**src/rtl/wrs_pkg.sv**
```systemverilog
// Shared types and constants for the weighted random selector.
// No dependencies; imported by the divider and the top level.
package wrs_pkg;

   localparam int DEFAULT_MAX_ENTRIES = 64;
   localparam int RND_W               = 31;
   localparam int IDX_W               = 6;
   localparam int WEIGHT_W            = 2;
   localparam int COUNT_W             = 7;

   localparam logic OP_WRITE = 1'b0;
   localparam logic OP_EVENT = 1'b1;

   localparam logic [WEIGHT_W-1:0] WEIGHT_DEFAULT = 2'd1;
   localparam logic [WEIGHT_W-1:0] WEIGHT_NONE    = 2'd0;

   typedef enum logic [3:0] {
      ST_IDLE,
      ST_SUM,
      ST_SUM_END,
      ST_DIV_START,
      ST_DIV_WAIT,
      ST_FIND,
      ST_FIND_END,
      ST_RDW,
      ST_RDW_WAIT,
      ST_OUT
   } state_type;

   typedef struct packed {
      logic busy;
      logic done;
   } div_stat_type;

endpackage

```
**src/rtl/wrs_div.sv**
```systemverilog
// Bit-serial restoring remainder unit, one dividend bit per cycle.
// Depends on wrs_pkg for the status struct.
module wrs_div #(
   parameter int DW = 31,
   parameter int SW = 8
) (
   input  logic                  clock,
   input  logic                  reset,
   input  logic                  start,
   input  logic [DW-1:0]         dividend,
   input  logic [SW-1:0]         divisor,
   output logic [SW-1:0]         remainder,
   output wrs_pkg::div_stat_type stat
);
   import wrs_pkg::*;

   localparam int CNW = $clog2(DW + 1);

   logic [CNW-1:0] cnt_ff, cnt_in;
   logic           busy_ff, busy_in;
   logic           done_ff, done_in;
   logic [DW-1:0]  quo_ff, quo_in;
   logic [SW-1:0]  dvs_ff, dvs_in;
   logic [SW-1:0]  rem_ff, rem_in;
   logic [SW:0]    step;
   logic [SW:0]    diff;
   logic           ge;

   // shift in the next dividend bit and subtract when it fits
   assign step = {rem_ff, quo_ff[DW-1]};
   assign ge   = step >= {1'b0, dvs_ff};
   assign diff = step - {1'b0, dvs_ff};

   always_comb begin
      cnt_in  = cnt_ff;
      busy_in = busy_ff;
      done_in = 1'b0;
      quo_in  = quo_ff;
      dvs_in  = dvs_ff;
      rem_in  = rem_ff;
      if (start) begin
         cnt_in  = CNW'(DW);
         busy_in = 1'b1;
         quo_in  = dividend;
         dvs_in  = divisor;
         rem_in  = '0;
      end else if (busy_ff) begin
         rem_in = ge ? diff[SW-1:0] : step[SW-1:0];
         quo_in = {quo_ff[DW-2:0], 1'b0};
         cnt_in = cnt_ff - CNW'(1);
         if (cnt_ff == CNW'(1)) begin
            busy_in = 1'b0;
            done_in = 1'b1;
         end
      end
   end

   always_ff @(posedge clock) begin
      if (reset) begin
         busy_ff <= 1'b0;
         done_ff <= 1'b0;
      end else begin
         busy_ff <= busy_in;
         done_ff <= done_in;
      end
      cnt_ff <= cnt_in;
      quo_ff <= quo_in;
      dvs_ff <= dvs_in;
      rem_ff <= rem_in;
   end

   assign remainder = rem_ff;
   assign stat.busy = busy_ff;
   assign stat.done = done_ff;

endmodule

```
**src/rtl/weighted_random_selector_no_repeat_core.sv**
```systemverilog
// Roulette-wheel selector without immediate repeat; top level.
// Depends on wrs_pkg and wrs_div (remainder unit).
// A write, an ignored event or the first of a pair is answered in the next cycle; a pick
//   makes up to two scans of the weight memory through its one read port, plus the
//   bit-serial remainder.
// Throughput: one request at a time; the next is taken once the current one is done.
// Reset: synchronous, clears parity, last pick, entry count and handshake state.
module weighted_random_selector_no_repeat_core #(
   parameter int MAX_ENTRIES = wrs_pkg::DEFAULT_MAX_ENTRIES
) (
   input  logic                          clock,
   input  logic                          reset,
   // request channel
   input  logic                          req_valid,
   output logic                          req_stall,
   input  logic                          req_op,
   input  logic [wrs_pkg::IDX_W-1:0]     req_entry_index,
   input  logic [2:0]                    req_entry_weight,
   input  logic                          req_is_standard,
   input  logic [wrs_pkg::RND_W-1:0]     req_random_value,
   // result channel
   output logic                          rsp_valid,
   input  logic                          rsp_stall,
   output logic                          rsp_picked,
   output logic [wrs_pkg::IDX_W-1:0]     rsp_picked_index,
   output logic [wrs_pkg::WEIGHT_W-1:0]  rsp_picked_weight,
   // configuration write channel
   input  logic                          csr_valid,
   output logic                          csr_ready,
   input  logic [wrs_pkg::COUNT_W-1:0]   csr_entry_count
);
   import wrs_pkg::*;

   localparam int IW = $clog2(MAX_ENTRIES);
   localparam int CW = $clog2(MAX_ENTRIES + 1);
   localparam int SW = $clog2(3 * MAX_ENTRIES + 1);

   // weight memory: one write port, one registered read port
   logic [WEIGHT_W-1:0] mem [MAX_ENTRIES];
   logic                mem_we;
   logic [IW-1:0]       mem_waddr;
   logic [WEIGHT_W-1:0] mem_wdata;
   logic                mem_re;
   logic [IW-1:0]       mem_raddr;

   logic [WEIGHT_W-1:0] rd_data_ff;
   logic                rd_vld_ff;
   logic [IW-1:0]       rd_idx_ff;

   state_type state_ff, state_in;

   logic [COUNT_W-1:0]  entry_count_ff, entry_count_in;
   logic                parity_ff, parity_in;
   logic                last_vld_ff, last_vld_in;
   logic [IW-1:0]       last_idx_ff, last_idx_in;
   logic [CW-1:0]       cnt_ff, cnt_in;
   logic [RND_W-1:0]    rnd_ff, rnd_in;
   logic [IW-1:0]       addr_ff, addr_in;
   logic [SW-1:0]       sum_ff, sum_in;
   logic [SW-1:0]       acc_ff, acc_in;
   logic [SW-1:0]       r_ff, r_in;
   logic [IW-1:0]       sel_ff, sel_in;
   logic [WEIGHT_W-1:0] wsel_ff, wsel_in;

   logic                rsp_valid_ff, rsp_valid_in;
   logic                rsp_picked_ff, rsp_picked_in;
   logic [IDX_W-1:0]    rsp_index_ff, rsp_index_in;
   logic [WEIGHT_W-1:0] rsp_weight_ff, rsp_weight_in;

   logic                req_acc;
   logic                csr_acc;
   logic                ev_count;
   logic                ev_pick;
   logic [CW-1:0]       cnt_lim;
   logic [IW-1:0]       cnt_m1;
   logic                excluded;
   logic [SW-1:0]       add_w;
   logic [SW-1:0]       acc_new;
   logic                hit;
   logic                sum_zero;

   logic                div_start;
   logic [SW-1:0]       div_divisor;
   logic [SW-1:0]       div_rem;
   div_stat_type        div_stat;

   // ------------------------------------------------------------------
   // Handshakes: take a request only when idle and the result slot is
   // free or drains this cycle; a pick fills the slot only at its end.
   // ------------------------------------------------------------------
   assign req_stall = (state_ff != ST_IDLE) || (rsp_valid_ff && rsp_stall);
   assign req_acc   = req_valid && !req_stall;
   assign csr_ready = (state_ff == ST_IDLE);
   assign csr_acc   = csr_valid && csr_ready;

   // clamp the configured count to the table size
   assign cnt_lim = (32'(entry_count_ff) < 32'(MAX_ENTRIES)) ? CW'(entry_count_ff)
                                                              : CW'(MAX_ENTRIES);
   assign cnt_m1  = IW'(cnt_ff - CW'(1));

   // a standard event flips the parity; the second of a pair picks
   assign ev_count = req_acc && (req_op == OP_EVENT) && req_is_standard;
   assign ev_pick  = ev_count && parity_ff && (cnt_lim != '0);

   // running-sum contribution of the entry arriving from memory this cycle,
   // with the last pick dropped from the wheel
   assign excluded = last_vld_ff && (rd_idx_ff == last_idx_ff);
   assign add_w    = (rd_vld_ff && !excluded) ? SW'(rd_data_ff) : '0;
   assign acc_new  = acc_ff + add_w;
   assign hit      = rd_vld_ff && (r_ff < acc_new);
   assign sum_zero = (sum_ff == '0);

   // zero weight sum falls back to a plain modulo of the count
   assign div_divisor = sum_zero ? SW'(cnt_ff) : sum_ff;

   // ------------------------------------------------------------------
   // Next state
   // ------------------------------------------------------------------
   always_comb begin
      state_in = state_ff;
      case (state_ff)
         ST_IDLE: begin
            if (ev_pick) begin
               state_in = (cnt_lim == CW'(1)) ? ST_RDW : ST_SUM;
            end
         end
         ST_SUM: begin
            if (addr_ff == cnt_m1) state_in = ST_SUM_END;
         end
         ST_SUM_END:   state_in = ST_DIV_START;
         ST_DIV_START: state_in = ST_DIV_WAIT;
         ST_DIV_WAIT: begin
            if (div_stat.done && !div_stat.busy) begin
               state_in = sum_zero ? ST_RDW : ST_FIND;
            end
         end
         ST_FIND: begin
            if (hit) begin
               state_in = ST_OUT;
            end else if (addr_ff == cnt_m1) begin
               state_in = ST_FIND_END;
            end
         end
         ST_FIND_END: state_in = ST_OUT;
         ST_RDW:      state_in = ST_RDW_WAIT;
         ST_RDW_WAIT: state_in = ST_OUT;
         ST_OUT:      state_in = ST_IDLE;
         default:     state_in = ST_IDLE;
      endcase
   end

   // ------------------------------------------------------------------
   // Control outputs: memory read port and remainder unit start
   // ------------------------------------------------------------------
   always_comb begin
      mem_re    = 1'b0;
      mem_raddr = addr_ff;
      div_start = 1'b0;
      case (state_ff)
         ST_SUM, ST_FIND: mem_re = 1'b1;
         ST_RDW: begin
            mem_re    = 1'b1;
            mem_raddr = sel_ff;
         end
         ST_DIV_START: div_start = 1'b1;
         default: begin
            mem_re    = 1'b0;
            div_start = 1'b0;
         end
      endcase
   end

   // writes land only while idle and reads only during a pick, so the
   // port never sees a read and a write of the same entry overlap
   always_comb begin
      mem_we    = req_acc && (req_op == OP_WRITE) &&
                  (32'(req_entry_index) < 32'(MAX_ENTRIES));
      mem_waddr = IW'(req_entry_index);
      mem_wdata = (req_entry_weight inside {[3'd1:3'd3]}) ? WEIGHT_W'(req_entry_weight)
                                                          : WEIGHT_DEFAULT;
   end

   // ------------------------------------------------------------------
   // Datapath next values
   // ------------------------------------------------------------------
   always_comb begin
      entry_count_in = entry_count_ff;
      parity_in      = parity_ff;
      last_vld_in    = last_vld_ff;
      last_idx_in    = last_idx_ff;
      cnt_in         = cnt_ff;
      rnd_in         = rnd_ff;
      addr_in        = addr_ff;
      sum_in         = sum_ff;
      acc_in         = acc_ff;
      r_in           = r_ff;
      sel_in         = sel_ff;
      wsel_in        = wsel_ff;
      rsp_valid_in   = rsp_valid_ff && rsp_stall;
      rsp_picked_in  = rsp_picked_ff;
      rsp_index_in   = rsp_index_ff;
      rsp_weight_in  = rsp_weight_ff;

      if (csr_acc) entry_count_in = csr_entry_count;

      case (state_ff)
         ST_IDLE: begin
            if (ev_count) parity_in = ~parity_ff;
            if (ev_pick) begin
               // hold the operands for the whole pick
               cnt_in  = cnt_lim;
               rnd_in  = req_random_value;
               addr_in = '0;
               sum_in  = '0;
               sel_in  = '0;
            end else if (req_acc) begin
               // writes and non-picking events answer at once
               rsp_valid_in  = 1'b1;
               rsp_picked_in = 1'b0;
               rsp_index_in  = '0;
               rsp_weight_in = WEIGHT_NONE;
            end
         end
         ST_SUM: begin
            addr_in = addr_ff + IW'(1);
            sum_in  = sum_ff + add_w;
         end
         ST_SUM_END: sum_in = sum_ff + add_w;
         ST_DIV_WAIT: begin
            if (div_stat.done) begin
               r_in    = div_rem;
               sel_in  = IW'(div_rem);
               addr_in = '0;
               acc_in  = '0;
            end
         end
         ST_FIND: begin
            addr_in = addr_ff + IW'(1);
            acc_in  = acc_new;
            if (hit) begin
               sel_in  = rd_idx_ff;
               wsel_in = rd_data_ff;
            end
         end
         ST_FIND_END: begin
            if (hit) begin
               sel_in  = rd_idx_ff;
               wsel_in = rd_data_ff;
            end else begin
               sel_in  = '0;
               wsel_in = WEIGHT_NONE;
            end
         end
         ST_RDW_WAIT: wsel_in = rd_data_ff;
         ST_OUT: begin
            rsp_valid_in  = 1'b1;
            rsp_picked_in = 1'b1;
            rsp_index_in  = IDX_W'(sel_ff);
            rsp_weight_in = wsel_ff;
            last_vld_in   = 1'b1;
            last_idx_in   = sel_ff;
         end
         default: begin
            sum_in = sum_ff;
         end
      endcase
   end

   // ------------------------------------------------------------------
   // Registers
   // ------------------------------------------------------------------
   always_ff @(posedge clock) begin
      if (mem_we) begin
         mem[mem_waddr] <= mem_wdata;
      end
      if (mem_re) begin
         rd_data_ff <= mem[mem_raddr];
      end
   end

   always_ff @(posedge clock) begin
      if (reset) begin
         state_ff       <= ST_IDLE;
         entry_count_ff <= '0;
         parity_ff      <= 1'b0;
         last_vld_ff    <= 1'b0;
         rd_vld_ff      <= 1'b0;
         rsp_valid_ff   <= 1'b0;
      end else begin
         state_ff       <= state_in;
         entry_count_ff <= entry_count_in;
         parity_ff      <= parity_in;
         last_vld_ff    <= last_vld_in;
         rd_vld_ff      <= mem_re;
         rsp_valid_ff   <= rsp_valid_in;
      end
      rd_idx_ff     <= mem_raddr;
      last_idx_ff   <= last_idx_in;
      cnt_ff        <= cnt_in;
      rnd_ff        <= rnd_in;
      addr_ff       <= addr_in;
      sum_ff        <= sum_in;
      acc_ff        <= acc_in;
      r_ff          <= r_in;
      sel_ff        <= sel_in;
      wsel_ff       <= wsel_in;
      rsp_picked_ff <= rsp_picked_in;
      rsp_index_ff  <= rsp_index_in;
      rsp_weight_ff <= rsp_weight_in;
   end

   // random value modulo the wheel size
   wrs_div #(
      .DW (RND_W),
      .SW (SW)
   ) u_div (
      .clock     (clock),
      .reset     (reset),
      .start     (div_start),
      .dividend  (rnd_ff),
      .divisor   (div_divisor),
      .remainder (div_rem),
      .stat      (div_stat)
   );

   assign rsp_valid         = rsp_valid_ff;
   assign rsp_picked        = rsp_picked_ff;
   assign rsp_picked_index  = rsp_index_ff;
   assign rsp_picked_weight = rsp_weight_ff;

endmodule
```
**config.mk**
```make
export PLATFORM = sky130hd
export DESIGN_NAME = weighted_random_selector_no_repeat_core
export DESIGN_NICKNAME = d
export VERILOG_FILES = /design/src/rtl/wrs_pkg.sv /design/src/rtl/wrs_div.sv /design/src/rtl/weighted_random_selector_no_repeat_core.sv
export SDC_FILE = /design/constraint.sdc
export NUM_CORES = 1
export LEC_CHECK = 0
export ABC_CLOCK_PERIOD_IN_PS = 5100
export BUFFER_PORTS_ARGS = -buffer_cell sky130_fd_sc_hd__buf_2
export CAP_MARGIN = 20
export CORE_MARGIN = 3
export CORE_UTILIZATION = 63
export CTS_BUF_LIST = sky130_fd_sc_hd__clkbuf_4 sky130_fd_sc_hd__clkbuf_8
export DETAILED_ROUTE_END_ITERATION = 8
export PLACE_DENSITY = 0.82
export REMOVE_ABC_BUFFERS = 1
export SKIP_LAST_GASP = 1
export SLEW_MARGIN = 15
export SYNTH_ARGS = -nofsm -noshare
export SYNTH_HDL_FRONTEND = slang
export SYNTH_SLANG_ARGS = --single-unit
```
**constraint.sdc**
```tcl
create_clock -name clock -period 5.1 [get_ports clock]
set_clock_uncertainty 0.1 [all_clocks]
set_input_delay 1.02 -clock clock [delete_from_list [all_inputs] [get_ports clock]]
set_output_delay 1.02 -clock clock [all_outputs]
set_load 0.05 [all_outputs]
```
### After elaboration in Yosys (flattened, before gate mapping)

Memories as Yosys holds them, arrays and structs flattened. A register that Yosys moved wholly into a read port is not among the register bits.
Cells that the tools add are included.

* memory bits (writable): 128
* output and inout bits: 12
* memory bits (read-only): 0
* bits in latches: 0
* memories kept: 1
* flip-flop bits (word level): 166
* logic and storage cells: 155

Memory list
* mem: depth 64, width 2, read ports 1, clocked after Yosys merged registers in 1, write ports 1, RTL line weighted_random_selector_no_repeat_core.sv:39 `logic [WEIGHT_W-1:0] mem [MAX_ENTRIES];`

* div/mod/pow operators: 0
* bitwise operators: 3
* shift operators: 0
* reductions and logical operators: 43
* order comparisons: 5
* eq/ne operators: 21
* muxes and demuxes: 50
* add/sub/neg operators: 6
* $mul: 0

Operators by type and width (number)
* $mux W31: 2
* $mux W6: 8
* $pmux W4 S8: 1
* $pmux W8 S2: 2
* $mux W8: 3
* $pmux W6 S4: 1
* $mux W4: 5
* $pmux W6 S3: 1
* $add A8 B2 Y8: 2
* $eq A4 B3 Y1 const B: 4
* $mux W2: 7
* $mux W7: 2
* $logic_and A1 B1 Y1: 13
* $eq A6 B6 Y1: 2
* $mux W1: 12
* $pmux W6 S2: 1
* $reduce_and A2 Y1: 6
* $ge A9 B8 Y1: 1
* $eq A4 B2 Y1 const B: 2
* $eq A4 B4 Y1 const B: 2
* $logic_not A8 Y1: 1
* $lt A8 B8 Y1: 1
* $ne A2 B2 Y1 const B: 4
* $reduce_and A4 Y1: 2
* other kinds (27): 43

### Logic depth before layout (Yosys ltp)

Gate-level depths: netlist (run 1).

* word-level depth: 10
* mapped depth: 17
* depth with buffers taken out: 17

### Modules after synthesis

A second synthesis (run 1) with hierarchy kept.

* cell total of the unflattened synthesis: 968
* area, all modules: 12968.7 um^2

Modules (own cells, without submodules)
* weighted_random_selector_no_repeat_core: area an instance 10314.9 um^2, cells each 762, times used 1
* wrs_div: area an instance 2653.8 um^2, cells each 206, times used 1

### Worst setup path before layout (run 1)

OpenSTA, ideal clock, no wires.

* path kind: input to register
* from: input req_entry_weight[2]
* to: memory mem[0][0], data pin
* stages: 2
* library setup time: 0.570 ns
* path slack: 0.550 ns
* buffers on the path: 0
* arrival time: 3.880 ns
* path through: nor2b_1 nand2b_1

* longest elaborated chain between the ends: 3
* elaborated cells on any way between the ends: 4

RTL lines
* start: declaration: RTL line weighted_random_selector_no_repeat_core.sv:18 `input logic [2:0] req_entry_weight,`
* $ge A3 B1 Y1 / $le A3 B2 Y1 (equally long branches): RTL line weighted_random_selector_no_repeat_core.sv:179 `mem_wdata = (req_entry_weight inside {[3'd1:3'd3]}) ? WEIGHT_W'(req_entry_weight)`
* $logic_and A1 B1 Y1 (*): RTL line weighted_random_selector_no_repeat_core.sv:179
* $mux W2 (*): RTL line weighted_random_selector_no_repeat_core.sv:179
* net mem_wdata[0]: RTL line weighted_random_selector_no_repeat_core.sv:42 `logic [WEIGHT_W-1:0] mem_wdata;`
* end: declaration: RTL line weighted_random_selector_no_repeat_core.sv:39

Mark *: on every way through the listed nets, which the timed path passes. The rest lies on a longest branch.

### Worst setup path after layout (run 1)

* from: register last_idx_ff[3]
* to: register sel_ff[5], enable pin

* longest elaborated chain between the ends: 10

RTL lines
* start: declaration: RTL line weighted_random_selector_no_repeat_core.sv:55 `logic [IW-1:0] last_idx_ff, last_idx_in;`
* start signal: assignment: RTL line weighted_random_selector_no_repeat_core.sv:298 `last_idx_ff <= last_idx_in;`
* $eq A6 B6 Y1: RTL line weighted_random_selector_no_repeat_core.sv:107 `assign excluded = last_vld_ff && (rd_idx_ff == last_idx_ff);`
* $logic_and A1 B1 Y1: RTL line weighted_random_selector_no_repeat_core.sv:107
* $logic_not A1 Y1: RTL line weighted_random_selector_no_repeat_core.sv:108 `assign add_w = (rd_vld_ff && !excluded) ? SW'(rd_data_ff) : '0;`
* $logic_and A1 B1 Y1: RTL line weighted_random_selector_no_repeat_core.sv:108
* $mux W2: RTL line weighted_random_selector_no_repeat_core.sv:108
* $add A8 B2 Y8: RTL line weighted_random_selector_no_repeat_core.sv:109 `assign acc_new = acc_ff + add_w;`
* $lt A8 B8 Y1: RTL line weighted_random_selector_no_repeat_core.sv:110 `assign hit = rd_vld_ff && (r_ff < acc_new);`
* $logic_and A1 B1 Y1: RTL line weighted_random_selector_no_repeat_core.sv:110
* $ne A2 B2 Y1 (no source line)
* $reduce_and A4 Y1 (no source line)
* end signal: assignment: RTL line weighted_random_selector_no_repeat_core.sv:305 `sel_ff <= sel_in;`
* end: declaration: RTL line weighted_random_selector_no_repeat_core.sv:62 `logic [IW-1:0] sel_ff, sel_in;`

Every way passes these cells.
A chain may end at the register's enable or synchronous reset.

==> out/metrics.cfg, run 1 <==
[detailed_routing]
drc=0
viasPerCell=5.97
drtAntennaViolNets=0
drtPass1Iterations=6
drt_iter0_drc=1106
num_vias=8567
wirelength_microns=26900
wire_per_inst_microns=18.8

[critical_path]
r2r-end=sel_ff[5]$_DFFE_PP_
ff2ff_path_depth=17
critPathBufInv=1
regToRegSetupSlack_ns=0.65
slowest_delay_ns=0.41
path_delay_family=compound AO/OA/AOI/OAI gates
setup.worst_path.start=last_idx_ff[3]$_DFFE_PP_
crit_end=sel_ff[5]$_DFFE_PP_
cp.depth=17
arrival_ns=4.61
critPathSlowestCell=o41ai_1
required_ns=5.26
crit_fanout=7
endpoint_kind=flip-flop
crit_path_start_kind=flip-flop
critical_path_class=reg2reg
path_cells=xnor2_1, nand4_1, o41ai_1, nor2_1, ha_1, fa_1, and3_1, nand3_1, xor2_1, ha_1, a21oi_1, o211a_1, o21ai_1, nor2_1, a21oi_1, a311oi_1, buf_4
reg2reg_from=last_idx_ff[3]$_DFFE_PP_

[pwr]
power_leakage_nw=5.37
p_per_area_nw_per_um2=340
irDropWorstVdd_mv=0.275

[finish]
seqCellArea_sq_um=8530
areaGrowthSynthToFinish_pct=12.4
multi_input_area_sq_um=3970
n_fill_cell=1262
n_antenna_cell=0
final_layout_size_suffix_gt1_share_pct=15.8
nNetsFinal=1213

[floorplan]
core_sq_um=19700
initial_core_util_pct=64.8
std_cell_rows=51
io_pins=66
die_w_microns=148
die_y_microns=148
die-area_sq_um=22000

[global_routing]
grt-ovfl-total=0
grt_antenna_before_repair=0
grtUsageTotal_pct=24.8
grt_pass1_vias=8413
grt_pass1_wl_microns=43100
grt_max_degree=66

[synth]
synthArstFlopShare_pct=0
synth_compound_area_share_pct=6.31
syn_area_per_cell_sq_um=12.2
synth_xor_area_share_pct=2.40
synth_fa_ha_area_share_pct=2.72
synth-main-ff-cell=edfxtp_1
synthSimpleGateAreaFrac_pct=15.9
synth-edff-count=260
yosys_warnings=0
ys_seq_area_share_pct=66.7
synthMuxAreaShare_pct=3.52
synth_top_family_by_area=simple AND/OR/NAND/NOR gates
synth_cell_types=66
syn_inst=1045
netlist_area_sq_um=12800
ys_seq_elements=296

[clocking]
cts_setup_buffers=0
post_cts_resized=0
cts_tree=yes
ctsLongestPathBuffers=3
clkTransAtPathRegs_ns=0.06
htree_levels=2
cts_hold_buffers=0
cts-root-buf=clkbuf_8
insertion_delay_ns=0.58
clkSinkCount=296
cts_buffers=47

[outcome]
status=finished clean

[timing]
max_slew_margin_pct=26.5
fmax_ghz=0.225
finalSetupViolCount=0
timing.final.crit_share_pct=87.2
worst_slew_pin_slew_ns=1.10
rsz0062_at_grt=false
hold_viol=0
timing.hold.ws_ns=0.364
tns_ns=0
maxSlewViolCount=0
min_period_ns=4.45

[placement]
gp_congestion=0.874
port_buffers=65
dp_hpwl_microns=17500

[job]
drv_cap=0

[hold_path]
holdCritPathClass=reg2reg

## through the flow
stage          cells  instance area (sq um)  setup slack, ns  total power [mW]  util (%)
3_5_place_dp    1348                  13400            0.789              2.92      67.9
4_1_cts         1435                  14300            0.689              4.91      72.8
2_1_floorplan   1003                  12600            0.550              2.84         -
5_1_grt         1436                  14400            0.397              5.05      72.9
6_report        1436                  14400            0.655              4.89      72.9
3_3_place_gp    1348                  13400            0.908              2.91      67.9
## layer usage
layer  track usage (%)  up-vias  wire length (microns)
li1                  -     3948                      -
met3              4.51       62                   2430
met5                 0        -                      0
met4              9.10        0                    702
met1              35.8     4118                  11100
met2              38.6      439                  12700
## logic make-up (layout without fill, tap and decap cells)
logic type | count (synthesis) | in the layout
DFF | 296 | 296
muxes | 27 | 27
adders and majority gates | 26 | 26
AOI/OAI and AO/OA | 124 | 124
buffers and inverters | 77 | 203
xor gates and xnor gates | 35 | 35
and+or+nand+nor | 460 | 460
## where the power goes
| group | internal (mW) | switching (mW) |
|---|---|---|
| Sequential | 2.65 | 0.0238 |
| Clock | 1.10 | 0.915 |
| Combinational | 0.0715 | 0.125 |
## synthesized netlist by cell type, types with 3 or more instances
cell	instances	area, sq um
or2_2	3	18.8
and3_1	9	56.3
nand2_1	212	796
a221oi_1	3	26.3
buf_2	8	40.0
clkbuf_1	25	93.8
fa_1	3	60.1
nor2_1	122	458
or4_1	3	22.5
o21ai_1	3	15.0
buf_1	6	22.5
nand2b_1	5	31.3
nand3_1	30	150
inv_1	31	116
a22oi_1	4	30.0
nand3b_1	4	30.0
inv_2	3	11.3
mux2i_1	11	110
mux4_2	13	293
or3_1	6	37.5
ha_1	23	288
nand4_1	19	119
o211ai_1	3	22.5
xor2_1	19	166
nor2b_1	19	119
dfxtp_1	36	721
xnor2_1	16	140
a21o_1	12	90.1
a311oi_1	5	43.8
a41oi_1	3	26.3
and2_1	9	56.3
nor3_1	8	40.0
o21ai_0	17	85.1
o22ai_1	3	18.8
edfxtp_1	260	7810
a21oi_1	44	220
a22o_1	7	61.3
## final cells by class
| type | count | area share [%] |
|---|---|---|
| sequential | 296 | 59.3 |
| multi-input combinational | 672 | 27.6 |
| clock buffer | 71 | 6.10 |
| timing repair buffer | 81 | 3.13 |
| tap | 265 | 2.31 |
| inverter | 35 | 0.914 |
| clock inverter | 16 | 0.583 |
## cells in the final DEF (no fill, tap or decap), types with 12 or more instances in the layout
cell type	instances
nand2_1	212
nand4_1	19
buf_4	15
inv_1	31
nor2b_1	18
nor2_1	122
a21oi_1	44
clkinv_1	12
nand3_1	30
ha_1	23
edfxtp_1	260
dfxtp_1	36
buf_2	65
xor2_1	19
o21ai_0	17
a21o_1	12
mux4_2	13
xnor2_1	16
clkbuf_4	16
clkbuf_8	55
## state kept, by name (all words and copies together) (netlist names), 2 cells and up
name	cells
acc_ff	8
addr_ff	6
cnt_ff	7
entry_count_ff	7
last_idx_ff	6
mem	128
r_ff	8
rd_data_ff	2
rd_idx_ff	6
rnd_ff	31
rsp_picked_index	6
rsp_picked_weight	2
sel_ff	6
state_ff	4
sum_ff	8
u_div.cnt_ff	5
u_div.dvs_ff	8
u_div.quo_ff	31
u_div.remainder	8
wsel_ff	2
## worst min path at each step
stage                                    startpoint                        endpoint  slack [ns]  depth (start not counted)
floorplan           u_div.remainder[7]$_SDFFE_PP0P_               r_ff[7]$_DFFE_PP_        0.33                          0
global placement     entry_count_ff[5]$_SDFFE_PP0P_  entry_count_ff[5]$_SDFFE_PP0P_        0.35                          2
detailed placement   entry_count_ff[5]$_SDFFE_PP0P_  entry_count_ff[5]$_SDFFE_PP0P_        0.36                          2
CTS                  entry_count_ff[5]$_SDFFE_PP0P_  entry_count_ff[5]$_SDFFE_PP0P_        0.37                          2
global route        u_div.remainder[7]$_SDFFE_PP0P_               r_ff[7]$_DFFE_PP_        0.39                          0
finish              u_div.remainder[7]$_SDFFE_PP0P_               r_ff[7]$_DFFE_PP_        0.36                          0
(Power assumes the default switching activity.)
==> run 2, diff against run 1 <==
--- a/config.mk
+++ b/config.mk
@@ -9,10 +9,9 @@
 export BUFFER_PORTS_ARGS = -buffer_cell sky130_fd_sc_hd__buf_2
 export CAP_MARGIN = 20
 export CORE_MARGIN = 3
-export CORE_UTILIZATION = 63
-export CTS_BUF_LIST = sky130_fd_sc_hd__clkbuf_4 sky130_fd_sc_hd__clkbuf_8
+export CORE_UTILIZATION = 61
 export DETAILED_ROUTE_END_ITERATION = 8
-export PLACE_DENSITY = 0.82
+export PLACE_DENSITY = 0.79
 export REMOVE_ABC_BUFFERS = 1
 export SKIP_LAST_GASP = 1
 export SLEW_MARGIN = 15
==> run 2 against run 1 <==
  * Count of clock-buffer cells in the layout decreased by 30
  * Routed wire length decreased by 3.2%
  * Sequential cell count unchanged
  * Non-clock buffer count down 2
  * First-iteration DRC count down 26%
  * Sequential share of layout area hardly changed
==> out/metrics.cfg, run 2 (same netlist as run 1, synthesis figures left out) <==
[clocking]
cts-root-buf=clkbuf_16
clkTransAtPathRegs_ns=0.06  ; about the same
cts_buffers=30  ; -36%
cts_hold_buffers=0  ; unchanged
insertion_delay_ns=0.56  ; -0.02 ns
cts_setup_buffers=0  ; unchanged
cts_tree=yes
post_cts_resized=0  ; unchanged
clkSinkCount=296  ; unchanged
ctsLongestPathBuffers=3  ; unchanged
htree_levels=1  ; -1

[critical_path]
critical_path_class=reg2reg
required_ns=5.26  ; about the same
endpoint_kind=flip-flop
ff2ff_path_depth=17  ; unchanged
regToRegSetupSlack_ns=0.74  ; +0.09 ns
arrival_ns=4.52  ; -0.09 ns
reg2reg_from=last_idx_ff[4]$_DFFE_PP_
crit_fanout=7  ; unchanged
r2r-end=sel_ff[5]$_DFFE_PP_
crit_path_start_kind=flip-flop

[floorplan]
std_cell_rows=52  ; +2.0%
io_pins=66  ; unchanged
die-area_sq_um=22700  ; +3.1%
core_sq_um=20400  ; +3.6%
initial_core_util_pct=62.6  ; -2.3 points
die_y_microns=151  ; +1.6%
die_w_microns=151  ; +1.6%

[timing]
hold_viol=0  ; unchanged
rsz0062_at_grt=false
tns_ns=0  ; unchanged
worst_slew_pin_slew_ns=1.01  ; -0.0892 ns
maxSlewViolCount=0  ; unchanged
fmax_ghz=0.230  ; +2.0%
timing.final.crit_share_pct=85.4  ; -1.7 points
min_period_ns=4.36  ; -0.0884 ns
max_slew_margin_pct=32.4  ; +5.9 points
finalSetupViolCount=0  ; unchanged

[pwr]
power_leakage_nw=5.33  ; -0.77%
p_per_area_nw_per_um2=345  ; +1.3%
irDropWorstVdd_mv=0.298  ; +8.4%
power_switching_mw=1.03  ; -2.8%
intPower_mw=3.92  ; +2.4%
combinationalPowerShare_pct=3.9  ; about the same
power_frac_seq_pct=54.0  ; -0.7 points
p_clk_share_pct=42.1  ; +0.8 points
swShare_pct=20.9  ; -0.88 points

[detailed_routing]
drtAntennaViolNets=0  ; unchanged
num_vias=8181  ; -4.5%
wirelength_microns=26100  ; -3.2%
drt_iter0_drc=822  ; -26%
wire_per_inst_microns=18.5  ; -1.3%
viasPerCell=5.81  ; -2.6%
drc=0  ; unchanged
drtPass1Iterations=6  ; unchanged

[hold_path]
holdCritPathClass=reg2reg
min_to=entry_count_ff[2]$_SDFFE_PP0P_
min_from=entry_count_ff[2]$_SDFFE_PP0P_
hold_depth=2  ; +2

[placement]
gp_congestion=0.886  ; +1.3%
place_area_sq_um=13400  ; about the same
port_buffers=65  ; unchanged
dp_hpwl_microns=17200  ; -1.6%

[global_routing]
grt_antenna_before_repair=2  ; +2
busiest_layer=met2
met3_usage_pct=4.67  ; +0.16 points
grtUsageTotal_pct=23.2  ; -1.7 points
grtUsageMet1_pct=33.5  ; -2.3 points
grt_pass1_wl_microns=41100  ; -4.5%
grt_max_degree=66  ; unchanged
use_met2_pct=36.3  ; -2.3 points
grt_pass1_vias=7918  ; -5.9%
grt-ovfl-total=0  ; unchanged

[finish]
nNetsFinal=1194  ; -1.6%
top_register=mem
final_cell_area_sq_um=14400  ; about the same
final_layout_size_suffix_gt1_share_pct=13.4  ; -2.4 points
fin_util_pct=70.3  ; -2.6 points
largest_reg_flops=128  ; unchanged
final_common_cell=edfxtp_1
final_cell_mix=edfxtp_1 (260), nand2_1 (212), nor2_1 (122)
areaGrowthSynthToFinish_pct=12.4  ; about the same
reg_top3=mem (128), rnd_ff (31), u_div.quo_ff (31)

[job]
drv_cap=0  ; unchanged

[outcome]
status=finished clean

## run 2: cell types whose count changed in the layout (fill, tap and decap cells not counted), sizes merged
cell | previous run | this run
buf | 81 | 79
bufinv | 0 | 1
clkbuf | 71 | 41
clkinv | 16 | 13
diode | 0 | 1
## run 2: worst max path at each step
stage	from	end	cells past startpoint
CTS	last_idx_ff[4]$_DFFE_PP_	sel_ff[5]$_DFFE_PP_	17
detailed placement	last_idx_ff[4]$_DFFE_PP_	sel_ff[5]$_DFFE_PP_	17
finish	last_idx_ff[4]$_DFFE_PP_	sel_ff[5]$_DFFE_PP_	17
global placement	last_idx_ff[4]$_DFFE_PP_	sel_ff[4]$_DFFE_PP_	17
global route	last_idx_ff[4]$_DFFE_PP_	sel_ff[5]$_DFFE_PP_	17
floorplan	req_entry_weight[2]	mem[0][0]$_DFFE_PP_	2
## run 2: power by group through the flow
stage / clock network, mW / registers [mW] / logic [mW]
after floorplan: 0 / 2.73 / 0.106
after global placement: 0 / 2.72 / 0.187
after detailed placement: 0 / 2.72 / 0.191
after CTS: 2.12 / 2.67 / 0.193
after global routing: 2.21 / 2.67 / 0.217
final: 2.08 / 2.67 / 0.195
## run 2: area by class of cell
type / count / area (sq um)
timing repair buffer: 79 / 430
clock buffer: 41 / 832
sequential: 296 / 8530
clock inverter: 14 / 123
tap: 270 / 338
multi-input combinational: 672 / 3980
antenna: 1 / 2.50
inverter: 35 / 131
fill: 1412 / 6070
## run 2: worst max-delay path: stages (launching register included)
cell and delay (ns):
edfxtp_1 0.37, xnor2_1 0.16, nand4_1 0.12, o41ai_1 0.39, nor2_1 0.13, ha_1 0.24
fa_1 0.42, and3_1 0.20, nand3_1 0.10, xor2_1 0.22, ha_1 0.30, a21oi_1 0.14
o211a_1 0.19, o21ai_1 0.18, nor2_1 0.19, a21oi_1 0.10, a311oi_1 0.32, buf_4 0.21
## run 2: metal layers
| layer | wire [microns] | up-vias |
|---|---|---|
| met5 | 15 | - |
| met4 | 652 | 2 |
| met3 | 2210 | 53 |
| met2 | 12100 | 356 |
| met1 | 11100 | 3877 |
| li1 | - | 3893 |
## run 2: metrics by stage
step                worst slack [ns]  cells  power, mW  hold slack, ns
global route                   0.404   1408       5.10           0.384
finish                         0.743   1408       4.95           0.368
global placement               0.906   1351       2.91           0.351
floorplan                      0.550   1003       2.84           0.331
detailed placement             0.857   1351       2.91           0.359
CTS                            0.744   1406       4.98           0.367
==> run 3, diff against run 2 <==
--- a/config.mk
+++ b/config.mk
@@ -12,6 +12,7 @@
 export CORE_UTILIZATION = 61
 export DETAILED_ROUTE_END_ITERATION = 8
 export PLACE_DENSITY = 0.79
+export RECOVER_POWER = 25
 export REMOVE_ABC_BUFFERS = 1
 export SKIP_LAST_GASP = 1
 export SLEW_MARGIN = 15
==> run 3 against run 2 <==
  * Worst setup slack better by 0.0011 ns
  * Cell count stayed put
  * Critical endpoint unchanged
  * Worst hold slack hardly changed
  * Non-clock buffer count stayed put
  * Clock power hardly changed
  * Via count is 0.56% higher
  * The flow now finishes with violations (max-capacitance violations, max-slew violations)
  * Die area stayed put
  * Core utilization is 0.14 points lower
  * Total power hardly changed
  * Final area is 0.20% lower
  * Sequential power hardly changed
==> out/metrics.cfg, run 3 (same netlist as run 1, synthesis figures left out) <==
[detailed_routing]
top_layer_used=met5
wl_met1_microns=11000  ; -0.98%
wl_met2_microns=12200  ; +0.63%
num_vias=8227  ; +0.56%
met3WireLength_microns=2270  ; +2.7%
drtAntennaViolNets=0  ; unchanged
drc=0  ; unchanged
drt_iter0_drc=834  ; +1.5%
viasPerCell=5.84  ; +0.56%
wirelength_microns=26100  ; about the same
drtPass1Iterations=6  ; unchanged
wire_per_inst_microns=18.5  ; about the same

[finish]
final_cell_mix=edfxtp_1 (260), nand2_1 (212), nor2_1 (122)
largest_reg_flops=128  ; unchanged
top_register=mem
final_common_cell=edfxtp_1
areaGrowthSynthToFinish_pct=12.1
final_cells=1408  ; unchanged
reg_top3=mem (128), rnd_ff (31), u_div.quo_ff (31)
final_layout_size_suffix_gt1_share_pct=12.8  ; -0.53 points
nNetsFinal=1194  ; unchanged

[floorplan]
die-area_sq_um=22700  ; unchanged
io_pins=66  ; unchanged
std_cell_rows=52  ; unchanged
core_sq_um=20400  ; unchanged
die_y_microns=151  ; unchanged
die_w_microns=151  ; unchanged
initial_core_util_pct=62.6  ; unchanged

[global_routing]
grt_pass1_wl_microns=41100  ; unchanged
grt_antenna_before_repair=2  ; unchanged
grt_pass1_vias=7918  ; unchanged
grt_max_degree=66  ; unchanged
grtUsageTotal_pct=23.2  ; unchanged
grt-ovfl-total=0  ; unchanged

[critical_path]
cp.depth=17  ; unchanged
r2r-end=sel_ff[5]$_DFFE_PP_
required_ns=5.26  ; about the same
critPathBufInv=1  ; unchanged
critPathSlowestCell=fa_1
arrival_ns=4.52  ; about the same
critical_path_class=reg2reg
regToRegSetupSlack_ns=0.74  ; about the same
path_cells=xnor2_1, nand4_1, o41ai_1, nor2_1, ha_1, fa_1, and3_1, nand3_1, xor2_1, ha_1, a21oi_1, o211a_1, o21ai_1, nor2_1, a21oi_1, a311oi_1, buf_4
ff2ff_path_depth=17  ; unchanged
slowest_delay_ns=0.42  ; about the same
crit_path_start_kind=flip-flop
endpoint_kind=flip-flop
reg2reg_from=last_idx_ff[4]$_DFFE_PP_
crit_fanout=7  ; unchanged
path_delay_family=compound AO/OA/AOI/OAI gates

[clocking]
post_cts_resized=0  ; unchanged
cts_setup_buffers=0  ; unchanged
insertion_delay_ns=0.57  ; about the same
clkSinkCount=296  ; unchanged
clkTransAtPathRegs_ns=0.06  ; about the same
htree_levels=1  ; unchanged
cts_buffers=30  ; unchanged
cts_hold_buffers=0  ; unchanged
cts_tree=yes
cts-root-buf=clkbuf_16
ctsLongestPathBuffers=3  ; unchanged

[hold_path]
min_to=entry_count_ff[2]$_SDFFE_PP0P_
hold_depth=2  ; unchanged
holdCritPathClass=reg2reg
min_from=entry_count_ff[2]$_SDFFE_PP0P_

[timing]
min_period_ns=4.36  ; -0.00112 ns
max_slew_margin_pct=-76.7  ; -110 points
rsz0062_at_grt=false
fmax_ghz=0.230  ; about the same
worst_slew_pin_slew_ns=2.65  ; +1.64 ns
maxSlewViolCount=105  ; +105
hold_viol=0  ; unchanged
finalSetupViolCount=0  ; unchanged
tns_ns=0  ; unchanged
timing.final.crit_share_pct=85.4  ; about the same

[pwr]
irDropWorstVdd_mv=0.298  ; about the same
p_per_area_nw_per_um2=345  ; +0.21%
power_leakage_nw=5.31  ; -0.41%

[outcome]
status=complete, but fails checks
violations=max-capacitance violations, max-slew violations

[placement]
dp_hpwl_microns=17200  ; unchanged
port_buffers=65  ; unchanged
dp.cells=1351  ; unchanged
gp_congestion=0.886  ; unchanged

[job]
drv_cap=2  ; +2

[run 3: worst reg2reg max path, cell delays in order (launching register included)]
cell      delay [ns]
edfxtp_1        0.37
xnor2_1         0.16
nand4_1         0.12
o41ai_1         0.39
nor2_1          0.13
ha_1            0.24
fa_1            0.42
and3_1          0.20
nand3_1         0.10
xor2_1          0.22
ha_1            0.30
a21oi_1         0.14
o211a_1         0.19
o21ai_1         0.18
nor2_1          0.19
a21oi_1         0.10
a311oi_1        0.32
buf_4           0.22
[run 3: routing by layer]
metal / up-vias / global-route usage (%)
li1: 3895 / -
met1: 3918 / 33.5
met2: 362 / 36.3
met3: 50 / 4.67
met4: 2 / 6.53
met5: - / 0
[run 3: report_power, final]
part | switching (mW) | leakage, nW | internal [mW]
clock network | 0.887 | 0.474 | 1.20
registers | 0.0236 | 2.65 | 2.65
logic | 0.124 | 2.18 | 0.0703
[run 3: through the flow]
step           hold WS, ns  power, mW  cell area, sq um  worst slack, ns  util, %
2_1_floorplan        0.331       2.84             12600            0.550        -
3_3_place_gp         0.351       2.91             13400            0.906     65.5
3_5_place_dp         0.359       2.91             13400            0.857     65.5
4_1_cts              0.367       4.98             14300            0.744     70.2
5_1_grt              0.384       5.10             14300            0.405     70.1
6_report             0.368       4.95             14300            0.744     70.1
[run 3: worst max path at each step]
stage | start | end | slack (ns)
after detailed placement | last_idx_ff[4]$_DFFE_PP_ | sel_ff[5]$_DFFE_PP_ | 0.86
after global routing | last_idx_ff[4]$_DFFE_PP_ | sel_ff[5]$_DFFE_PP_ | 0.40
after global placement | last_idx_ff[4]$_DFFE_PP_ | sel_ff[4]$_DFFE_PP_ | 0.91
after floorplan | req_entry_weight[2] | mem[0][0]$_DFFE_PP_ | 0.55
final | last_idx_ff[4]$_DFFE_PP_ | sel_ff[5]$_DFFE_PP_ | 0.74
after CTS | last_idx_ff[4]$_DFFE_PP_ | sel_ff[5]$_DFFE_PP_ | 0.74
[run 3: cell type report]
| class | instances | area [sq um] |
|---|---|---|
| Sequential cell | 296 | 8530 |
| Fill cell | 1418 | 6100 |
| Multi-Input combinational cell | 672 | 3960 |
| Clock buffer | 41 | 832 |
| Timing Repair Buffer | 79 | 415 |
| Tap cell | 270 | 338 |
| Inverter | 35 | 131 |
| Clock inverter | 14 | 123 |
| Antenna cell | 1 | 2.50 |
